[src/sv/rgbnv_pkg.sv]
package rgbnv_pkg;

    // default size limits of the line buffer and the row counter
    localparam int DEF_MAX_WIDTH  = 2048;
    localparam int DEF_MAX_HEIGHT = 2048;

    localparam int PIX_W  = 8;
    localparam int CFG_W  = 12;
    localparam int LINE_W = 9;

    localparam logic [CFG_W-1:0] RST_IMAGE_WIDTH  = 12'd640;
    localparam logic [CFG_W-1:0] RST_IMAGE_HEIGHT = 12'd480;

    // configuration register indexes
    localparam int CFG_IDX_W = 1;
    localparam logic [CFG_IDX_W-1:0] REG_IMAGE_WIDTH  = 1'd0;
    localparam logic [CFG_IDX_W-1:0] REG_IMAGE_HEIGHT = 1'd1;

    // bt.601 studio-range coefficients (magnitudes, signs in the datapath)
    localparam int Y_COEF_R = 66;
    localparam int Y_COEF_G = 129;
    localparam int Y_COEF_B = 25;
    localparam int U_COEF_R = 38;
    localparam int U_COEF_G = 74;
    localparam int U_COEF_B = 112;
    localparam int V_COEF_R = 112;
    localparam int V_COEF_G = 94;
    localparam int V_COEF_B = 18;
    localparam int ROUND    = 128;
    localparam int Y_OFFSET = 16;
    localparam int CLIP_MAX = 255;
    // rounding plus a bias that keeps the chroma sum positive before the shift
    localparam int CHROMA_BIAS = ROUND + 32768;

    typedef struct packed {
        logic col_odd;
        logic row_odd;
        logic frame_end;
    } pix_flags_t;

endpackage

[src/sv/rgbnv_csc.sv]
module rgbnv_csc (
    input  logic [rgbnv_pkg::PIX_W-1:0] red,
    input  logic [rgbnv_pkg::PIX_W-1:0] green,
    input  logic [rgbnv_pkg::PIX_W-1:0] blue,
    output logic [rgbnv_pkg::PIX_W-1:0] luma,
    output logic [rgbnv_pkg::PIX_W-1:0] u,
    output logic [rgbnv_pkg::PIX_W-1:0] v
);

    logic [15:0] y_acc;
    logic [8:0]  y_off;
    logic [16:0] u_acc;
    logic [16:0] v_acc;

    always_comb
    begin
        y_acc = 16'(rgbnv_pkg::Y_COEF_R * red) + 16'(rgbnv_pkg::Y_COEF_G * green)
              + 16'(rgbnv_pkg::Y_COEF_B * blue) + 16'(rgbnv_pkg::ROUND);
        y_off = {1'b0, y_acc[15:8]} + 9'(rgbnv_pkg::Y_OFFSET);
        luma  = (y_off > 9'(rgbnv_pkg::CLIP_MAX)) ? 8'(rgbnv_pkg::CLIP_MAX) : y_off[7:0];

        // biased sums stay in 0..65535, so bits 15:8 give floor((sum+128)/256)+128
        u_acc = 17'(rgbnv_pkg::U_COEF_B * blue) + 17'(rgbnv_pkg::CHROMA_BIAS)
              - 17'(rgbnv_pkg::U_COEF_R * red) - 17'(rgbnv_pkg::U_COEF_G * green);
        v_acc = 17'(rgbnv_pkg::V_COEF_R * red) + 17'(rgbnv_pkg::CHROMA_BIAS)
              - 17'(rgbnv_pkg::V_COEF_G * green) - 17'(rgbnv_pkg::V_COEF_B * blue);
        u = u_acc[15:8];
        v = v_acc[15:8];
    end

endmodule

[config.mk]
export PLATFORM = sky130hd
export DESIGN_NAME = rgbnv_csc
export DESIGN_NICKNAME = d
export VERILOG_FILES = /design/src/sv/rgbnv_pkg.sv /design/src/sv/rgbnv_csc.sv
export SDC_FILE = /design/constraint.sdc
export NUM_CORES = 1
export LEC_CHECK = 0
export BUFFER_PORTS_ARGS = -buffer_cell sky130_fd_sc_hd__buf_2
export CORE_MARGIN = 10
export CORE_UTILIZATION = 31
export DETAILED_ROUTE_END_ITERATION = 8
export PLACE_DENSITY = 0.48
export SLEW_MARGIN = 10
export SYNTH_ARGS = -nofsm -noshare
export SYNTH_HDL_FRONTEND = slang
export SYNTH_SLANG_ARGS = --single-unit
[constraint.sdc]
create_clock -name vclk -period 10.8
set_input_delay 1.08 -clock vclk [all_inputs]
set_output_delay 1.08 -clock vclk [all_outputs]
set_load 0.1 [all_outputs]
==> impl_metrics.py, run 1 <==
metrics = {
    "run_status": {
        "status": "complete, no violations",
    },
    "worst_setup_path": {
        "cp-end-kind": "output pin",
        "worstPathMaxFanout": 8,
        "critical_path_class": "input pin to output pin",
        "path_common_cell": "ha_1",
        "worstSetupStartpointType": "input pin",
        "cp_slowest_stage_delay_ns": 0.49,
        "crit_arrival_ns": 8.22,
        "critPathSlowestCell": "fa_1",
        "cp.required_ns": 9.72,
    },
    "cells_and_area": {
        "seq_area_um2": 0,
        "final_cell_mix": "ha_1 (227), inv_1 (198), fa_1 (87)",
        "layout_commonest_cell": "ha_1",
        "num_antenna_cells": 0,
        "layout-drive-gt1-share_pct": 7.746,
        "nClkBuffers": 0,
        "area_delta_synth_final_pct": 8.574,
        "nets": 1205,
        "numSequentialCells": 0,
    },
    "global_routing": {
        "grt_pass1_vias": 5753,
        "grt.overflow.total": 0,
        "grt_usage_pct": 10.93,
        "grt_pass1_wl_um": 27970,
        "grt_max_degree": 13,
        "grt_antenna_before_repair": 0,
    },
    "min_path": {
        "hold_class": "input pin to output pin",
    },
    "detailed_routing": {
        "drt_iter0_markers": 185,
        "drtPass1Iterations": 4,
        "postRouteWirelength_um": 16680,
        "avgViaCountPerCell": 4.619,
        "wl_per_cell_um": 14.08,
        "ant_nets": 0,
        "num_vias": 5469,
        "route.detailed.drc": 0,
    },
    "die": {
        "start_util_pct": 31.58,
        "die_w_um": 174.6,
        "fp.dieH_um": 174.6,
        "ios": 48,
        "row_count": 56,
        "die-area_um2": 30500,
        "coreArea_um2": 23470,
    },
    "timing": {
        "slew_headroom_pct": 62.64,
        "finalMaxSlewViolations": 0,
        "hold_viol": 0,
        "fin_hold_ws_ns": 3.362,
        "rsz0062_at_grt": "no",
        "setup_viol": 0,
        "worst_slew_pin_slew_ns": 0.5545,
        "tns_ns": 0,
        "fin_crit_sh_pct": 86.13,
        "fmax_mhz": 107.5,
        "period_needed_ns": 9.302,
    },
    "yosys": {
        "syn_area_um2": 7413,
        "yosysSeqAreaShare_pct": 0,
        "synthesis.nets": 1156,
        "avgSynthCellArea_um2": 9.063,
        "ys_types": 62,
        "synth_warnings": 0,
        "synth_cells": 818,
    },
    "flow_run": {
        "maxCapViolCount": 0,
    },
    "placed_design": {
        "dp_hpwl_um": 14730,
        "numPortBuffers": 48,
        "gp_congestion": 0.7935,
    },
    "clock_network": {
        "postCtsSetupRepairBufs": 0,
        "cts_resized": 0,
        "holdBufCountCts": 0,
    },
}
[per-stage QoR]
step           instance area (um2)  util, %  setup WS (ns)  std cells
2_1_floorplan                 7413        -          2.003        818
3_3_place_gp                  8049    34.29          1.589       1184
3_5_place_dp                  8049    34.29          1.490       1184
4_1_cts                       8049    34.29          1.466       1184
5_1_grt                       8049    34.29         0.9576       1184
6_report                      8049    34.29          1.498       1184
[final timing paths]
kind | depth (start not counted) | from | endpoint
min | 7 | blue[0] | v[0]
max | 27 | red[2] | luma[0]
[Yosys cell counts, types with 2 or more instances]
cell	instances	area, um2
nor3_1	7	35.03
fa_1	87	1742
a311oi_1	3	26.28
or3_1	5	31.28
nand4_1	2	12.51
o31ai_1	2	15.01
o21bai_1	11	82.58
a211o_1	2	17.52
a21oi_1	43	215.2
and2_1	2	12.51
and3_1	3	18.77
nand2_1	31	116.4
nand4b_1	4	35.03
o311ai_0	2	17.52
nor2_1	14	52.55
a21oi_2	4	35.03
nor2b_1	9	56.30
a31oi_1	2	12.51
or4_1	2	15.01
xor2_1	21	183.9
a211oi_1	3	22.52
o211ai_1	3	22.52
nand3_1	6	30.03
xnor2_1	39	341.6
inv_1	198	743.2
ha_1	227	2840
o21ai_0	20	100.1
a21o_1	20	150.1
nand2b_1	6	37.54
nor4_1	2	12.51
o21a_1	7	52.55
[cells by family (layout without fill, tap and decap cells)]
family	after synthesis	after routing	share of synthesized area, %
AOI/OAI and AO/OA	138	138	12.73
xor gates and xnor gates	61	61	7.460
adders and majority gates	315	315	61.96
buffers and inverters	200	247	10.13
muxes	1	1	0.1519
and+or+nand+nor	103	103	7.578
[worst max-delay path, delay by kind of cell]
kind | cells | cell delay [ns]
buf+inv | 5 | 0.81
compound gates | 3 | 0.73
fa+ha+maj | 12 | 4.12
xor+xnor | 1 | 0.14
simple gates | 6 | 1.33
[per-layer routing]
layer | part of all wire (%) | vias to the layer above | global-route usage (%)
met5 | 0 | - | 0
met2 | 48 | 47 | 19.66
met1 | 49 | 2594 | 14.86
met3 | 2.3 | 4 | 0.4742
met4 | 0.42 | 0 | 0.3886
li1 | - | 2824 | -
[area by class of cell]
cell class	instances	area (um2)
multi-input combinational	618	6663
tap	319	399.1
fill	2486	15420
inverter	199	747.0
timing repair buffer	48	240.2
Power of run 1 is left out: the tool's default activity adds up to more than one toggle a clock period on the data nets, which glitch-free logic cannot reach.
==> run 2: changes to the inputs <==
--- a/config.mk
+++ b/config.mk
@@ -6,7 +6,6 @@
 export NUM_CORES = 1
 export LEC_CHECK = 0
 export BUFFER_PORTS_ARGS = -buffer_cell sky130_fd_sc_hd__buf_2
-export CORE_MARGIN = 10
 export CORE_UTILIZATION = 31
 export DETAILED_ROUTE_END_ITERATION = 8
 export PLACE_DENSITY = 0.48
==> run 2 against run 1 <==
Compared with the run above:
- utilization did not move
- cell count did not move
- sequential share of layout area did not move
- critical path type unchanged
- fmax rose by 0.84%
- cell area did not move
- count of clock-buffer cells in the layout did not move
- global-route usage rose by 3.1 points
- via count fell by 0.62%
- setup slack improved by 0.078 ns
- first-iteration DRC count fell by 22%
- hold slack got worse by 0.022 ns
==> impl_metrics.py, run 2 (synthesized netlist as in run 1, its figures left out) <==
metrics = {
    "die": {
        "fp.dieH_um": 156.6,
        "die-area_um2": 24540,
        "row_count": 56,
        "ios": 48,
        "start_util_pct": 31.58,
        "die_w_um": 156.6,
        "coreArea_um2": 23470,
    },
    "global_routing": {
        "grt_usage_pct": 14.04,
        "grt_antenna_before_repair": 0,
        "met2_usage_pct": 25.17,
        "grt_max_degree": 13,
        "grt_use_met1_pct": 19.95,
        "busiest_layer": "met2",
        "grt_pass1_vias": 5659,
        "met3_usage_pct": 0,
        "grt_pass1_wl_um": 27350,
        "grt.overflow.total": 0,
    },
    "cells_and_area": {
        "layout_commonest_cell": "ha_1",
        "stdcell_count": 1184,
        "num-fill-cells": 2491,
        "multi_input_area_um2": 6663,
        "layout-drive-gt1-share_pct": 7.746,
        "nets": 1205,
        "seq_area_um2": 0,
        "final_cell_mix": "ha_1 (227), inv_1 (198), fa_1 (87)",
        "area_delta_synth_final_pct": 8.574,
        "numSequentialCells": 0,
        "num_antenna_cells": 0,
        "fin_area_um2": 8049,
        "nClkBuffers": 0,
    },
    "run_status": {
        "status": "complete, no violations",
    },
    "worst_setup_path": {
        "critPathTopFamily": "adder cells",
        "worstSetupStartpointType": "input pin",
        "critical_path_class": "input pin to output pin",
        "worstPathMaxFanout": 8,
        "crit_arrival_ns": 8.14,
        "critPathSlowestCell": "fa_1",
        "cp-end-kind": "output pin",
        "crit_buf_inv": 5,
        "path_common_cell": "ha_1",
        "cp.required_ns": 9.72,
        "cp_slowest_stage_delay_ns": 0.49,
    },
    "detailed_routing": {
        "wl_per_cell_um": 13.82,
        "drtPass1Iterations": 4,
        "drt_iter0_markers": 145,
        "route.detailed.drc": 0,
        "avgViaCountPerCell": 4.590,
        "postRouteWirelength_um": 16360,
        "num_vias": 5435,
        "ant_nets": 0,
    },
    "timing": {
        "rsz0062_at_grt": "no",
        "setup_viol": 0,
        "worst_slew_pin_slew_ns": 0.5490,
        "fin_hold_ws_ns": 3.340,
        "finalMaxSlewViolations": 0,
        "slew_headroom_pct": 63.36,
        "hold_viol": 0,
        "tns_ns": 0,
        "fmax_mhz": 108.4,
        "period_needed_ns": 9.224,
        "fin_crit_sh_pct": 85.41,
    },
    "placed_design": {
        "numPortBuffers": 48,
        "dpl_cell_area_um2": 8049,
        "gp_congestion": 0.7742,
        "dp_hpwl_um": 14380,
        "dp_cells": 1184,
    },
    "flow_run": {
        "maxCapViolCount": 0,
    },
    "min_path": {
        "min_from": "blue[0]",
        "hold_depth": 7,
        "holdPathEnd": "v[0]",
        "hold_class": "input pin to output pin",
    },
    "clock_network": {
        "cts_resized": 0,
        "postCtsSetupRepairBufs": 0,
        "holdBufCountCts": 0,
    },
}
-- run 2: cell counts in the layout (fill, tap and decap cells not counted) --
Identical to the previous run, type by type.
-- run 2: area by class of cell --
class	count	share of cell area, %
inverters	199	9.280
multi-input cells	618	82.78
well taps	319	4.959
repair buffers	48	2.985
-- run 2: worst max path at each step --
stage                       from       to  slack [ns]  cells after the start
after floorplan           red[2]  luma[0]        2.00                     25
after CTS                 red[2]  luma[0]        1.55                     27
final                     red[2]  luma[1]        1.58                     27
after global placement    red[2]  luma[5]        1.60                     27
after detailed placement  red[2]  luma[0]        1.57                     27
after global routing      red[2]  luma[0]        1.11                     27
-- run 2: routing by layer --
| metal | share of wire [%] | vias to the layer above |
|---|---|---|
| met2 | 48 | 52 |
| met5 | 0 | - |
| met3 | 2.0 | 2 |
| met1 | 50 | 2563 |
| li1 | - | 2818 |
| met4 | 0.15 | 0 |
-- run 2: stage by stage --
stage               util, %  worst slack [ns]
global placement      34.29             1.595
global route          34.29             1.109
finish                34.29             1.576
CTS                   34.29             1.546
floorplan                 -             2.003
detailed placement    34.29             1.572
Power of run 2 is left out for the same reason.
==> run 3: changes to the inputs <==
--- a/config.mk
+++ b/config.mk
@@ -6,9 +6,11 @@
 export NUM_CORES = 1
 export LEC_CHECK = 0
 export BUFFER_PORTS_ARGS = -buffer_cell sky130_fd_sc_hd__buf_2
+export CELL_PAD_IN_SITES_DETAIL_PLACEMENT = 1
+export CELL_PAD_IN_SITES_GLOBAL_PLACEMENT = 1
 export CORE_UTILIZATION = 31
 export DETAILED_ROUTE_END_ITERATION = 8
-export PLACE_DENSITY = 0.48
+export PLACE_DENSITY = 0.59
 export SLEW_MARGIN = 10
 export SYNTH_ARGS = -nofsm -noshare
 export SYNTH_HDL_FRONTEND = slang
==> run 3 against run 2 <==
Compared with the run above:
- highest routed layer is now met3
- critical path type unchanged
- count of clock-buffer cells in the layout unchanged
- critical path depth unchanged
- cell count unchanged
- global-route usage is 1.1 points higher
- first-iteration DRC count is 17% lower
- largest cell class unchanged
==> impl_metrics.py, run 3 (synthesized netlist as in run 1, its figures left out) <==
metrics = {
    "timing": {
        "rsz0062_at_grt": "no",
        "slew_headroom_pct": 64.36,
        "tns_ns": 0,
        "setup_viol": 0,
        "fmax_mhz": 107.8,
        "hold_viol": 0,
        "finalMaxSlewViolations": 0,
        "period_needed_ns": 9.277,
        "fin_hold_ws_ns": 3.367,
        "fin_crit_sh_pct": 85.90,
        "worst_slew_pin_slew_ns": 0.5290,
    },
    "clock_network": {
        "cts_resized": 0,
        "holdBufCountCts": 0,
        "postCtsSetupRepairBufs": 0,
    },
    "die": {
        "ios": 48,
        "die_w_um": 156.6,
        "fp.dieH_um": 156.6,
        "row_count": 56,
        "start_util_pct": 31.58,
        "coreArea_um2": 23470,
        "die-area_um2": 24540,
    },
    "global_routing": {
        "grt.overflow.total": 0,
        "grt_max_degree": 13,
        "grt_antenna_before_repair": 0,
        "grt_pass1_vias": 6057,
        "grt_usage_pct": 15.17,
        "grt_pass1_wl_um": 29840,
    },
    "placed_design": {
        "numPortBuffers": 48,
        "gp_congestion": 0.7684,
        "dp_hpwl_um": 15340,
    },
    "cells_and_area": {
        "final_cell_mix": "ha_1 (227), inv_1 (198), fa_1 (87)",
        "seq_area_um2": 0,
        "area_delta_synth_final_pct": 8.574,
        "layout-drive-gt1-share_pct": 7.746,
        "final_util_pct": 34.29,
        "nets": 1205,
        "nClkBuffers": 0,
        "numSequentialCells": 0,
        "num_antenna_cells": 0,
        "layout_commonest_cell": "ha_1",
    },
    "detailed_routing": {
        "wl_per_cell_um": 14.59,
        "drtPass1Iterations": 4,
        "avgViaCountPerCell": 4.733,
        "route.detailed.drc": 0,
        "num_vias": 5604,
        "drt_iter0_markers": 121,
        "ant_nets": 0,
        "postRouteWirelength_um": 17270,
    },
    "worst_setup_path": {
        "cp-end-kind": "output pin",
        "crit_arrival_ns": 8.20,
        "cp.required_ns": 9.72,
        "worstSetupStartpointType": "input pin",
        "critical_path_class": "input pin to output pin",
        "startpoint": "red[2]",
        "worstPathMaxFanout": 8,
    },
    "flow_run": {
        "maxCapViolCount": 0,
    },
    "run_status": {
        "status": "complete, no violations",
    },
    "min_path": {
        "hold_class": "input pin to output pin",
        "min_from": "blue[0]",
    },
}
## run 3: cell counts in the layout (fill, tap and decap cells not counted)
No cell type changed its count.
## run 3: worst paths after layout
check                     end  cells after the start
worst max-delay path  luma[0]                     27
worst min-delay path     v[0]                      7
## run 3: routing by layer
| layer | GRT usage (%) | routed length [um] | vias to the layer above |
|---|---|---|---|
| li1 | - | - | 2812 |
| met1 | 21.26 | 8602 | 2760 |
| met2 | 27.66 | 8456 | 32 |
| met3 | 0.02769 | 212 | 0 |
| met4 | 0 | 0 | 0 |
| met5 | 0 | 0 | - |
## run 3: layout make-up
cell class | count | area [um2]
fillers | 2776 | 15420
multi-input cells | 618 | 6663
inverters | 199 | 747.0
well taps | 319 | 399.1
repair buffers | 48 | 240.2
## run 3: per-stage QoR
step / setup slack, ns / std cells / instance area [um2]
finish: 1.523 / 1184 / 8049
global route: 0.9751 / 1184 / 8049
CTS: 1.433 / 1184 / 8049
detailed placement: 1.476 / 1184 / 8049
global placement: 1.555 / 1184 / 8049
floorplan: 2.003 / 818 / 7413
## run 3: critical path, stage by stage
cell	delay [ns]
buf_2	0.23
ha_1	0.28
ha_1	0.29
ha_1	0.17
inv_1	0.05
fa_1	0.41
xnor2_1	0.15
ha_1	0.27
inv_1	0.05
fa_1	0.49
inv_1	0.05
fa_1	0.47
fa_1	0.49
ha_1	0.31
ha_1	0.37
o21ai_0	0.48
nor3_1	0.14
nand2b_1	0.20
or2_2	0.31
ha_1	0.33
nand4b_1	0.10
nor4b_1	0.29
o211ai_1	0.15
nor4b_2	0.25
maj3_2	0.26
a21o_1	0.11
buf_2	0.41
Power of run 3 is left out for the same reason.
