**src/sv/rgbnv_pkg.sv**
```systemverilog
package rgbnv_pkg;

    // default size limits of the line buffer and the row counter
    localparam int DEF_MAX_WIDTH  = 2048;
    localparam int DEF_MAX_HEIGHT = 2048;

    localparam int PIX_W  = 8;
    localparam int CFG_W  = 12;
    localparam int LINE_W = 9;

    localparam logic [CFG_W-1:0] RST_IMAGE_WIDTH  = 12'd640;
    localparam logic [CFG_W-1:0] RST_IMAGE_HEIGHT = 12'd480;

    // configuration register indexes
    localparam int CFG_IDX_W = 1;
    localparam logic [CFG_IDX_W-1:0] REG_IMAGE_WIDTH  = 1'd0;
    localparam logic [CFG_IDX_W-1:0] REG_IMAGE_HEIGHT = 1'd1;

    // bt.601 studio-range coefficients (magnitudes, signs in the datapath)
    localparam int Y_COEF_R = 66;
    localparam int Y_COEF_G = 129;
    localparam int Y_COEF_B = 25;
    localparam int U_COEF_R = 38;
    localparam int U_COEF_G = 74;
    localparam int U_COEF_B = 112;
    localparam int V_COEF_R = 112;
    localparam int V_COEF_G = 94;
    localparam int V_COEF_B = 18;
    localparam int ROUND    = 128;
    localparam int Y_OFFSET = 16;
    localparam int CLIP_MAX = 255;
    // rounding plus a bias that keeps the chroma sum positive before the shift
    localparam int CHROMA_BIAS = ROUND + 32768;

    typedef struct packed {
        logic col_odd;
        logic row_odd;
        logic frame_end;
    } pix_flags_t;

endpackage

```
**src/sv/rgbnv_pos.sv**
```systemverilog
module rgbnv_pos #(
    parameter int MAX_WIDTH  = rgbnv_pkg::DEF_MAX_WIDTH,
    parameter int MAX_HEIGHT = rgbnv_pkg::DEF_MAX_HEIGHT,
    localparam int AW = (MAX_WIDTH / 2 > 1) ? $clog2(MAX_WIDTH / 2) : 1
) (
    input  logic                                clk,
    input  logic                                rst_n,
    input  logic                                cfg_we,
    input  logic [rgbnv_pkg::CFG_IDX_W-1:0]     cfg_index,
    input  logic [rgbnv_pkg::CFG_W-1:0]         cfg_data,
    input  logic                                advance,
    output rgbnv_pkg::pix_flags_t               flags,
    output logic [AW-1:0]                       slot
);

    localparam int CW  = AW + 1;
    localparam int RW  = (MAX_HEIGHT > 2) ? $clog2(MAX_HEIGHT) : 1;
    localparam int WSW = (CW + 1 > rgbnv_pkg::CFG_W) ? CW + 1 : rgbnv_pkg::CFG_W;
    localparam int HSW = (RW + 1 > rgbnv_pkg::CFG_W) ? RW + 1 : rgbnv_pkg::CFG_W;

    logic [rgbnv_pkg::CFG_W-1:0] width_reg, width_next;
    logic [rgbnv_pkg::CFG_W-1:0] height_reg, height_next;
    logic [CW-1:0] col_cnt_reg, col_cnt_next;
    logic [RW-1:0] row_cnt_reg, row_cnt_next;

    logic [WSW-1:0] w_even, w_eff, w_m1, col_ext;
    logic [HSW-1:0] h_even, h_eff, h_m1, row_ext;
    logic [CW-1:0]  col;
    logic [RW-1:0]  row;
    logic           last_col, last_row;

    always_comb
    begin
        width_next  = width_reg;
        height_next = height_reg;
        if (cfg_we)
        begin
            unique case (cfg_index)
                rgbnv_pkg::REG_IMAGE_WIDTH:  width_next  = cfg_data;
                rgbnv_pkg::REG_IMAGE_HEIGHT: height_next = cfg_data;
                default: ;
            endcase
        end
    end

    // even size saturated to 2..max
    always_comb
    begin
        w_even = WSW'({width_reg[rgbnv_pkg::CFG_W-1:1], 1'b0});
        priority if (w_even < WSW'(2))
            w_eff = WSW'(2);
        else if (w_even > WSW'(MAX_WIDTH))
            w_eff = WSW'(MAX_WIDTH) & ~WSW'(1);
        else
            w_eff = w_even;
        w_m1    = w_eff - WSW'(1);
        col_ext = WSW'(col_cnt_reg);
        // a counter past the last column after a size change sits on the last one
        col      = (col_ext < w_eff) ? col_cnt_reg : CW'(w_m1);
        last_col = (WSW'(col) == w_m1);
    end

    always_comb
    begin
        h_even = HSW'({height_reg[rgbnv_pkg::CFG_W-1:1], 1'b0});
        priority if (h_even < HSW'(2))
            h_eff = HSW'(2);
        else if (h_even > HSW'(MAX_HEIGHT))
            h_eff = HSW'(MAX_HEIGHT) & ~HSW'(1);
        else
            h_eff = h_even;
        h_m1     = h_eff - HSW'(1);
        row_ext  = HSW'(row_cnt_reg);
        row      = (row_ext < h_eff) ? row_cnt_reg : RW'(h_m1);
        last_row = (HSW'(row) == h_m1);
    end

    always_comb
    begin
        col_cnt_next = col_cnt_reg;
        row_cnt_next = row_cnt_reg;
        if (advance)
        begin
            if (last_col)
            begin
                col_cnt_next = '0;
                row_cnt_next = last_row ? '0 : RW'(row + RW'(1));
            end
            else
            begin
                col_cnt_next = CW'(col + CW'(1));
                row_cnt_next = row;
            end
        end
    end

    always_ff @(posedge clk or negedge rst_n)
    begin
        if (!rst_n)
        begin
            width_reg   <= rgbnv_pkg::RST_IMAGE_WIDTH;
            height_reg  <= rgbnv_pkg::RST_IMAGE_HEIGHT;
            col_cnt_reg <= '0;
            row_cnt_reg <= '0;
        end
        else
        begin
            width_reg   <= width_next;
            height_reg  <= height_next;
            col_cnt_reg <= col_cnt_next;
            row_cnt_reg <= row_cnt_next;
        end
    end

    assign flags = '{col_odd: col[0], row_odd: row[0], frame_end: last_col & last_row};
    assign slot  = col[CW-1:1];

endmodule

```
**config.mk**
```make
export PLATFORM = sky130hd
export DESIGN_NAME = rgbnv_pos
export DESIGN_NICKNAME = d
export VERILOG_FILES = /design/src/sv/rgbnv_pkg.sv /design/src/sv/rgbnv_pos.sv
export SDC_FILE = /design/constraint.sdc
export NUM_CORES = 1
export LEC_CHECK = 0
export ABC_AREA = 1
export ABC_CLOCK_PERIOD_IN_PS = 4540
export BUFFER_PORTS_ARGS = -buffer_cell sky130_fd_sc_hd__buf_4
export CORE_MARGIN = 8
export CORE_UTILIZATION = 45
export CTS_CLUSTER_DIAMETER = 120
export DETAILED_ROUTE_END_ITERATION = 16
export SLEW_MARGIN = 20
export SYNTH_ARGS = -nofsm -noshare
export SYNTH_HDL_FRONTEND = slang
export SYNTH_SLANG_ARGS = --single-unit
```
**constraint.sdc**
```tcl
create_clock -name clk -period 4.54 [get_ports clk]
set_clock_uncertainty 0.2 [all_clocks]
set_input_delay 0.681 -clock clk [delete_from_list [all_inputs] [get_ports clk]]
set_output_delay 0.681 -clock clk [all_outputs]
set_load 0.03 [all_outputs]
```
==> results of run 1 <==
==> cells in the mapped netlist (all sizes together) <==
cell type,number
a21oi,14
buf,12
clkbuf,8
dfrtp,38
dfstp,6
ha,22
inv,112
nand2,277
nand3,74
nand3b,4
nand4,31
nor2,87
nor3,3
o211ai,2
o21ai,57
o21bai,2
o22ai,4
o41ai,2
xnor2,4
xor2,5
==> logic make-up (layout without fill, tap and decap cells) <==
group | Yosys count | after routing | synth area share (%)
AOI/OAI and AO/OA | 81 | 81 | 11.07
DFF | 44 | 44 | 23.86
adders and majority gates | 22 | 22 | 5.925
and+or+nand+nor | 476 | 476 | 45.70
xor gates and xnor gates | 9 | 9 | 1.697
buffers and inverters | 132 | 159 | 11.74
==> layout make-up <==
type                            instances  area share (%)
Multi-Input combinational cell        588           59.04
Tap cell                              136           3.261
Clock inverter                          3          0.8873
Clock buffer                            5           1.319
Inverter                              112           8.058
Sequential cell                        44           21.32
Timing Repair Buffer                   39           6.115
==> worst paths after layout <==
kind	from	end	slack, ns	cells past startpoint
max reg2reg	width_reg[6]	col_cnt_reg[8]	0.55	22
min	rst_n	col_cnt_reg[3]	0.15	1
max in group asynchronous	rst_n	height_reg[3]	3.52	1
min in group clk	row_cnt_reg[0]	row_cnt_reg[0]	0.31	2
min reg2reg	row_cnt_reg[0]	row_cnt_reg[0]	0.31	2
max	width_reg[6]	flags[0]	0.21	19
==> metal layers <==
layer,wire length [um],up-vias,share of wire [%]
li1,-,2488,-
met1,6493,2175,50
met2,5661,117,43
met3,769,10,5.9
met4,97,0,0.74
met5,0,-,0
==> repair_timing <==
action                     4_1_cts  5_1_grt
buffers inserted                 0        8
setup endpoints to repair        1        2
hold endpoints to repair         0        0
gates cloned                     0        0
gates resized for setup          4       20
pin swaps                        0        8
==> power by group through the flow <==
stage | combinational (mW) | clock, mW | sequential [mW]
after global placement | 2.37 | 0 | 0.653
after CTS | 2.44 | 0.344 | 0.649
after detailed placement | 2.40 | 0 | 0.656
after global routing | 2.89 | 0.359 | 0.674
final | 2.58 | 0.336 | 0.655
after floorplan | 1.93 | 0 | 0.594
==> through the flow <==
step                      setup WS, ns  hold slack (ns)
after CTS                      0.01502           0.1693
after floorplan                 0.7048           0.1854
after global placement          0.2726           0.2637
after global routing          -0.01969           0.2055
after detailed placement        0.2561           0.2787
final                           0.2055           0.1505
==> results.py, run 1 <==
metrics = {
    "global_routing": {
        "grt.met3_usage_pct": 3.405,
        "groute.layer.met1.usage_pct": 26.55,
        "pin_count_of_the_biggest_net_entering_global_routing": 45,
        "groute.layer.met2.usage_pct": 29.62,
        "first_global_vias": 4434,
        "antenna_found_initial": 0,
        "globalRouteOverflowTotal": 0,
        "grt_pass1_wl_mm": 21.78,
        "grt.total_usage_pct": 18.88,
        "global_route.peak_usage_layer": "met2",
    },
    "route": {
        "route.detailed.vias_per_inst": 5.167,
        "drc": 0,
        "drt-total-wl_mm": 13.02,
        "drt.antenna.violating_nets": 0,
        "tritonroute_pass_1_iters": 5,
        "drt-initial-drc-count": 318,
        "post_drt_wl_per_cell_um": 14.05,
        "dr_total_vias": 4790,
    },
    "layout": {
        "num_antenna_cells": 0,
        "multiInputGateArea_sq_um": 3080,
        "layoutNonFillerInstCount": 927,
        "post-route-cell-area_sq_um": 5218,
        "layout.cells.most_common_list": "260 x sky130_fd_sc_hd__nand2_1, 106 x sky130_fd_sc_hd__inv_1, 71 x sky130_fd_sc_hd__nand3_1",
        "final-seq-area_sq_um": 1112,
        "drive_gt1_share_pct": 14.66,
        "syn2layout_area_growth_pct": 12.31,
        "net_count_final": 829,
        "final_common_cell": "sky130_fd_sc_hd__nand2_1",
        "finish.utilization_pct": 51.23,
        "layout.filler_cells": 1084,
    },
    "timing": {
        "setup-violations-final": 0,
        "timing_hold_violations_final": 0,
        "tightest_slew_ns": 0.6173,
        "slew_viol_final": 0,
        "clock.fmax_ghz": 0.2307,
        "setup-tns-final_ns": 0,
        "timing.final.crit_share_pct": 95.47,
        "max_slew_margin_pct": 58.85,
        "min_period_ns": 4.334,
    },
    "synthesis": {
        "synth_top_area_share_pct": 21.17,
        "yosys_warnings": 0,
        "postSynthAreaPerCell_sq_um": 6.081,
        "synth_sequential_area_ratio_pct": 23.86,
        "post_synth_inst_count": 764,
        "syn-cell-area_sq_um": 4646,
        "postSynthNetCount": 803,
        "synth.distinct_cells": 36,
        "post_synth_main_area_contributors": "sky130_fd_sc_hd__nand2_1 21%, sky130_fd_sc_hd__dfrtp_1 20%, sky130_fd_sc_hd__inv_1 8.6%, sky130_fd_sc_hd__nand3_1 7.8%, sky130_fd_sc_hd__nor2_1 6.1%",
        "synth-seq-cells": 44,
        "post-synth-top-area-cell": "sky130_fd_sc_hd__nand2_1",
    },
    "clock_tree": {
        "cts_made_buffers": 5,
        "htreeDepth": 2,
        "clock_latency_of_the_later_clocked_register_in_the_worst_skew_pair_ns": 0.33,
        "cts_num_sinks": 44,
        "cts_max_path_buffers": 2,
        "cts_tree": "done",
        "post_cts_hold_buffer_count": 0,
        "root_buf_cell": "sky130_fd_sc_hd__clkbuf_8",
        "path_clk_slew_ns": 0.10,
    },
    "pwr": {
        "p_switching_mw": 1.992,
        "power.share.switching_pct": 55.76,
        "clock_power_share_pct": 9.4,
        "power.share.combinational_pct": 72.3,
        "internal-power_mw": 1.580,
        "leakage_nw": 2.797,
        "power.density_nw_per_um2": 684.6,
        "seqPwrFrac_pct": 18.3,
        "report.power.total_mw": 3.572,
        "power.ir.vdd_worst_mv": 0.2598,
    },
    "worst_setup_path": {
        "cp-end-kind": "output port",
        "critPathLaunchType": "flop",
        "crit_chain": "nor2_2, nand3_2, nor2_1, nor2_1, nor2_2, inv_1, ha_1, nand4_1, nor3_2, nand2_4, buf_2, nand4_1, nand2_1, nor2_1, nand2_1, nor2_4, nand2_4, nor2_2, buf_4",
        "timing.critical_path.arrival_ns": 3.45,
        "cp_max_fo": 8,
        "slowest_stage": "sky130_fd_sc_hd__dfrtp_2",
        "cp_required_ns": 3.66,
        "critical_path_class": "flop to output port",
        "cp_num_buf_inv": 3,
        "crit_path_max_incr_delay_ns": 0.46,
        "timing.critical_path.max_delay_family": "simple AND/OR/NAND/NOR gates",
    },
    "placement": {
        "placed_insts": 911,
        "io_buffers": 28,
        "placed_cell_area_sq_um": 4923,
        "place_congestion": 0.8983,
        "detailedPlacementHpwl_mm": 10.21,
    },
    "floorplanning": {
        "die_width_um": 117.6,
        "floorplan.rows": 37,
        "die_y_um": 117.6,
        "ios": 30,
        "start_util_pct": 45.61,
        "floorplan.die_area_sq_um": 13830,
        "coreArea_sq_um": 10180,
    },
    "outcome": {
        "status": "complete, no violations",
    },
    "flow_run": {
        "drv_cap": 0,
    },
    "min_path": {
        "worst_hold_check_path_type": "input pin to async pin",
    },
}
Note: power is estimated with default switching activity, not from simulation.
==> run 2: changes to the inputs <==
Settings changed: ABC_CLOCK_PERIOD_IN_PS 4540 to 4200.
Clock period 4.54 ns to 4.2 ns, I/O delays scaled along.
==> run 2 against run 1 <==
Effect of this change: via count increased by 4.1%; combinational power is 16% higher; global-route usage is 0.25 points higher; design area grew 7.6%; sequential share of layout area shrank 1.4 points; first-iteration DRC count grew 0.94%; largest cell class unchanged; highest routed layer unchanged.
==> results.py, run 2 (same netlist as run 1, synthesis figures left out) <==
metrics = {
    "pwr": {
        "leakage_nw": 2.975,
        "report.power.total_mw": 3.993,
        "power.density_nw_per_um2": 711.4,
        "power.ir.vdd_worst_mv": 0.2955,
    },
    "timing": {
        "setup-violations-final": 0,
        "max_slew_margin_pct": 59.91,
        "timing_hold_violations_final": 0,
        "holdWs_ns": 0.1016,
        "finalWorstSetupSlack_ns": 0.1791,
        "slew_viol_final": 0,
        "clock.fmax_ghz": 0.2487,
        "tightest_slew_ns": 0.6013,
        "min_period_ns": 4.021,
        "timing.final.crit_share_pct": 95.73,
    },
    "floorplanning": {
        "start_util_pct": 45.61,
        "coreArea_sq_um": 10180,
        "floorplan.die_area_sq_um": 13830,
        "floorplan.rows": 37,
        "die_y_um": 117.6,
        "ios": 30,
        "die_width_um": 117.6,
    },
    "worst_setup_path": {
        "cp-end-kind": "output port",
        "reg2reg_setup_slack_ns": 0.39,
        "crit_chain": "nor2_4, nand3_4, o21ai_4, nand2_2, ha_4, nand2_1, inv_1, nand3_2, nor2_4, nand2_4, buf_4, nand4_1, nand2_1, nor2_1, nand2_1, nor2_2, nand2_2, nor2_4, buf_6",
        "timing.critical_path.arrival_ns": 3.19,
        "critical_path.reg2reg.startpoint": "height_reg[3]",
        "critical_path_class": "flop to output port",
        "reg2reg_depth": 26,
        "slowest_stage": "sky130_fd_sc_hd__dfrtp_2",
        "critPathLaunchType": "flop",
        "crit_path_max_incr_delay_ns": 0.46,
        "critical_path.reg2reg.endpoint": "row_cnt_reg[10]",
        "cp_max_fo": 7,
        "cp_required_ns": 3.37,
    },
    "route": {
        "drt.antenna.violating_nets": 0,
        "post_drt_wl_per_cell_um": 13.96,
        "drt-initial-drc-count": 321,
        "drt-total-wl_mm": 13.50,
        "route.detailed.vias_per_inst": 5.155,
        "drc": 0,
        "dr_total_vias": 4985,
        "tritonroute_pass_1_iters": 5,
    },
    "layout": {
        "syn2layout_area_growth_pct": 20.82,
        "layout.filler_cells": 1037,
        "final_common_cell": "sky130_fd_sc_hd__nand2_1",
        "drive_gt1_share_pct": 21.66,
        "final-seq-area_sq_um": 1119,
        "net_count_final": 869,
        "finish.utilization_pct": 55.11,
        "multiInputGateArea_sq_um": 3212,
        "layout.cells.most_common_list": "257 x sky130_fd_sc_hd__nand2_1, 103 x sky130_fd_sc_hd__inv_1, 75 x sky130_fd_sc_hd__buf_4",
        "num_antenna_cells": 0,
    },
    "clock_tree": {
        "cts_made_buffers": 5,
        "cts_max_path_buffers": 2,
        "htreeDepth": 2,
        "post_cts_hold_buffer_count": 0,
        "cts_tree": "done",
        "cts_num_sinks": 44,
        "path_clk_slew_ns": 0.09,
        "root_buf_cell": "sky130_fd_sc_hd__clkbuf_8",
        "clock_latency_of_the_later_clocked_register_in_the_worst_skew_pair_ns": 0.32,
    },
    "global_routing": {
        "grt_pass1_wl_mm": 22.22,
        "first_global_vias": 4658,
        "pin_count_of_the_biggest_net_entering_global_routing": 45,
        "grt.total_usage_pct": 19.13,
        "antenna_found_initial": 0,
        "globalRouteOverflowTotal": 0,
    },
    "placement": {
        "detailedPlacementHpwl_mm": 10.34,
        "place_congestion": 0.8958,
        "io_buffers": 28,
        "pre_cts_slack_ns": 0.06632,
    },
    "min_path": {
        "worst_hold_check_path_type": "input pin to async pin",
    },
    "outcome": {
        "status": "complete, no violations",
    },
    "flow_run": {
        "drv_cap": 0,
    },
}
-- run 2: cell types whose count changed in the layout (fill, tap and decap cells not counted), moves of 5 or more --
cell,delta
sky130_fd_sc_hd__buf_4,+40
sky130_fd_sc_hd__nor2_1,-6
sky130_fd_sc_hd__nand2_2,+5
sky130_fd_sc_hd__nor2_4,+7
sky130_fd_sc_hd__dfrtp_2,+5
sky130_fd_sc_hd__dfrtp_1,-5
-- run 2: how the worst max path moves through the flow --
stage                   from  endpoint  slack [ns]
2_1_floorplan   width_reg[6]  flags[0]        0.42
4_1_cts         width_reg[3]  flags[0]        0.02
3_3_place_gp   height_reg[4]  flags[0]        0.13
6_report       height_reg[3]  flags[0]        0.18
5_1_grt        height_reg[9]  flags[0]       -0.03
3_5_place_dp    width_reg[8]  flags[0]        0.07
-- run 2: what timing repair did --
action                                  CTS  global route
buffers inserted                          8            30
gates resized for setup                  19            44
endpoints found under the setup margin    7             3
cloned                                    0             2
pin swaps                                 7            23
-- run 2: critical path: cells and delay by family (launching register included) --
family / cells / cell delay, ns
DFF: 1 / 0.46
adders and majority gates: 1 / 0.28
buffers and inverters: 3 / 0.39
AOI/OAI and AO/OA: 1 / 0.27
and+or+nand+nor: 14 / 1.47
-- run 2: layout make-up --
cell class / instances / share of cell area, %
multi-input cells: 589 / 57.22
inverters: 112 / 7.557
flip-flops and latches: 44 / 19.93
clock buffers: 8 / 1.605
repair buffers: 78 / 10.66
well taps: 136 / 3.032
-- run 2: per-layer routing --
layer	vias to the layer above	global-route usage, %	wire length [um]
met5	-	0	0
met4	0	4.323	131
met3	15	3.165	756
met2	121	30.44	6100
met1	2280	26.45	6514
li1	2569	-	-
-- run 2: power by group --
group | leakage [nW] | internal [mW] | switching [mW]
logic | 2.40 | 1.09 | 1.89
clock network | 0.0455 | 0.135 | 0.160
registers | 0.530 | 0.551 | 0.170
-- run 2: stage by stage --
| step | area, sq um | instances | setup TNS (ns) |
|---|---|---|---|
| 2_1_floorplan | 4646 | 764 | 0 |
| 3_3_place_gp | 4984 | 919 | 0 |
| 5_1_grt | 5613 | 967 | -0.03184 |
| 4_1_cts | 5207 | 935 | 0 |
| 6_report | 5613 | 967 | 0 |
| 3_5_place_dp | 4984 | 919 | 0 |
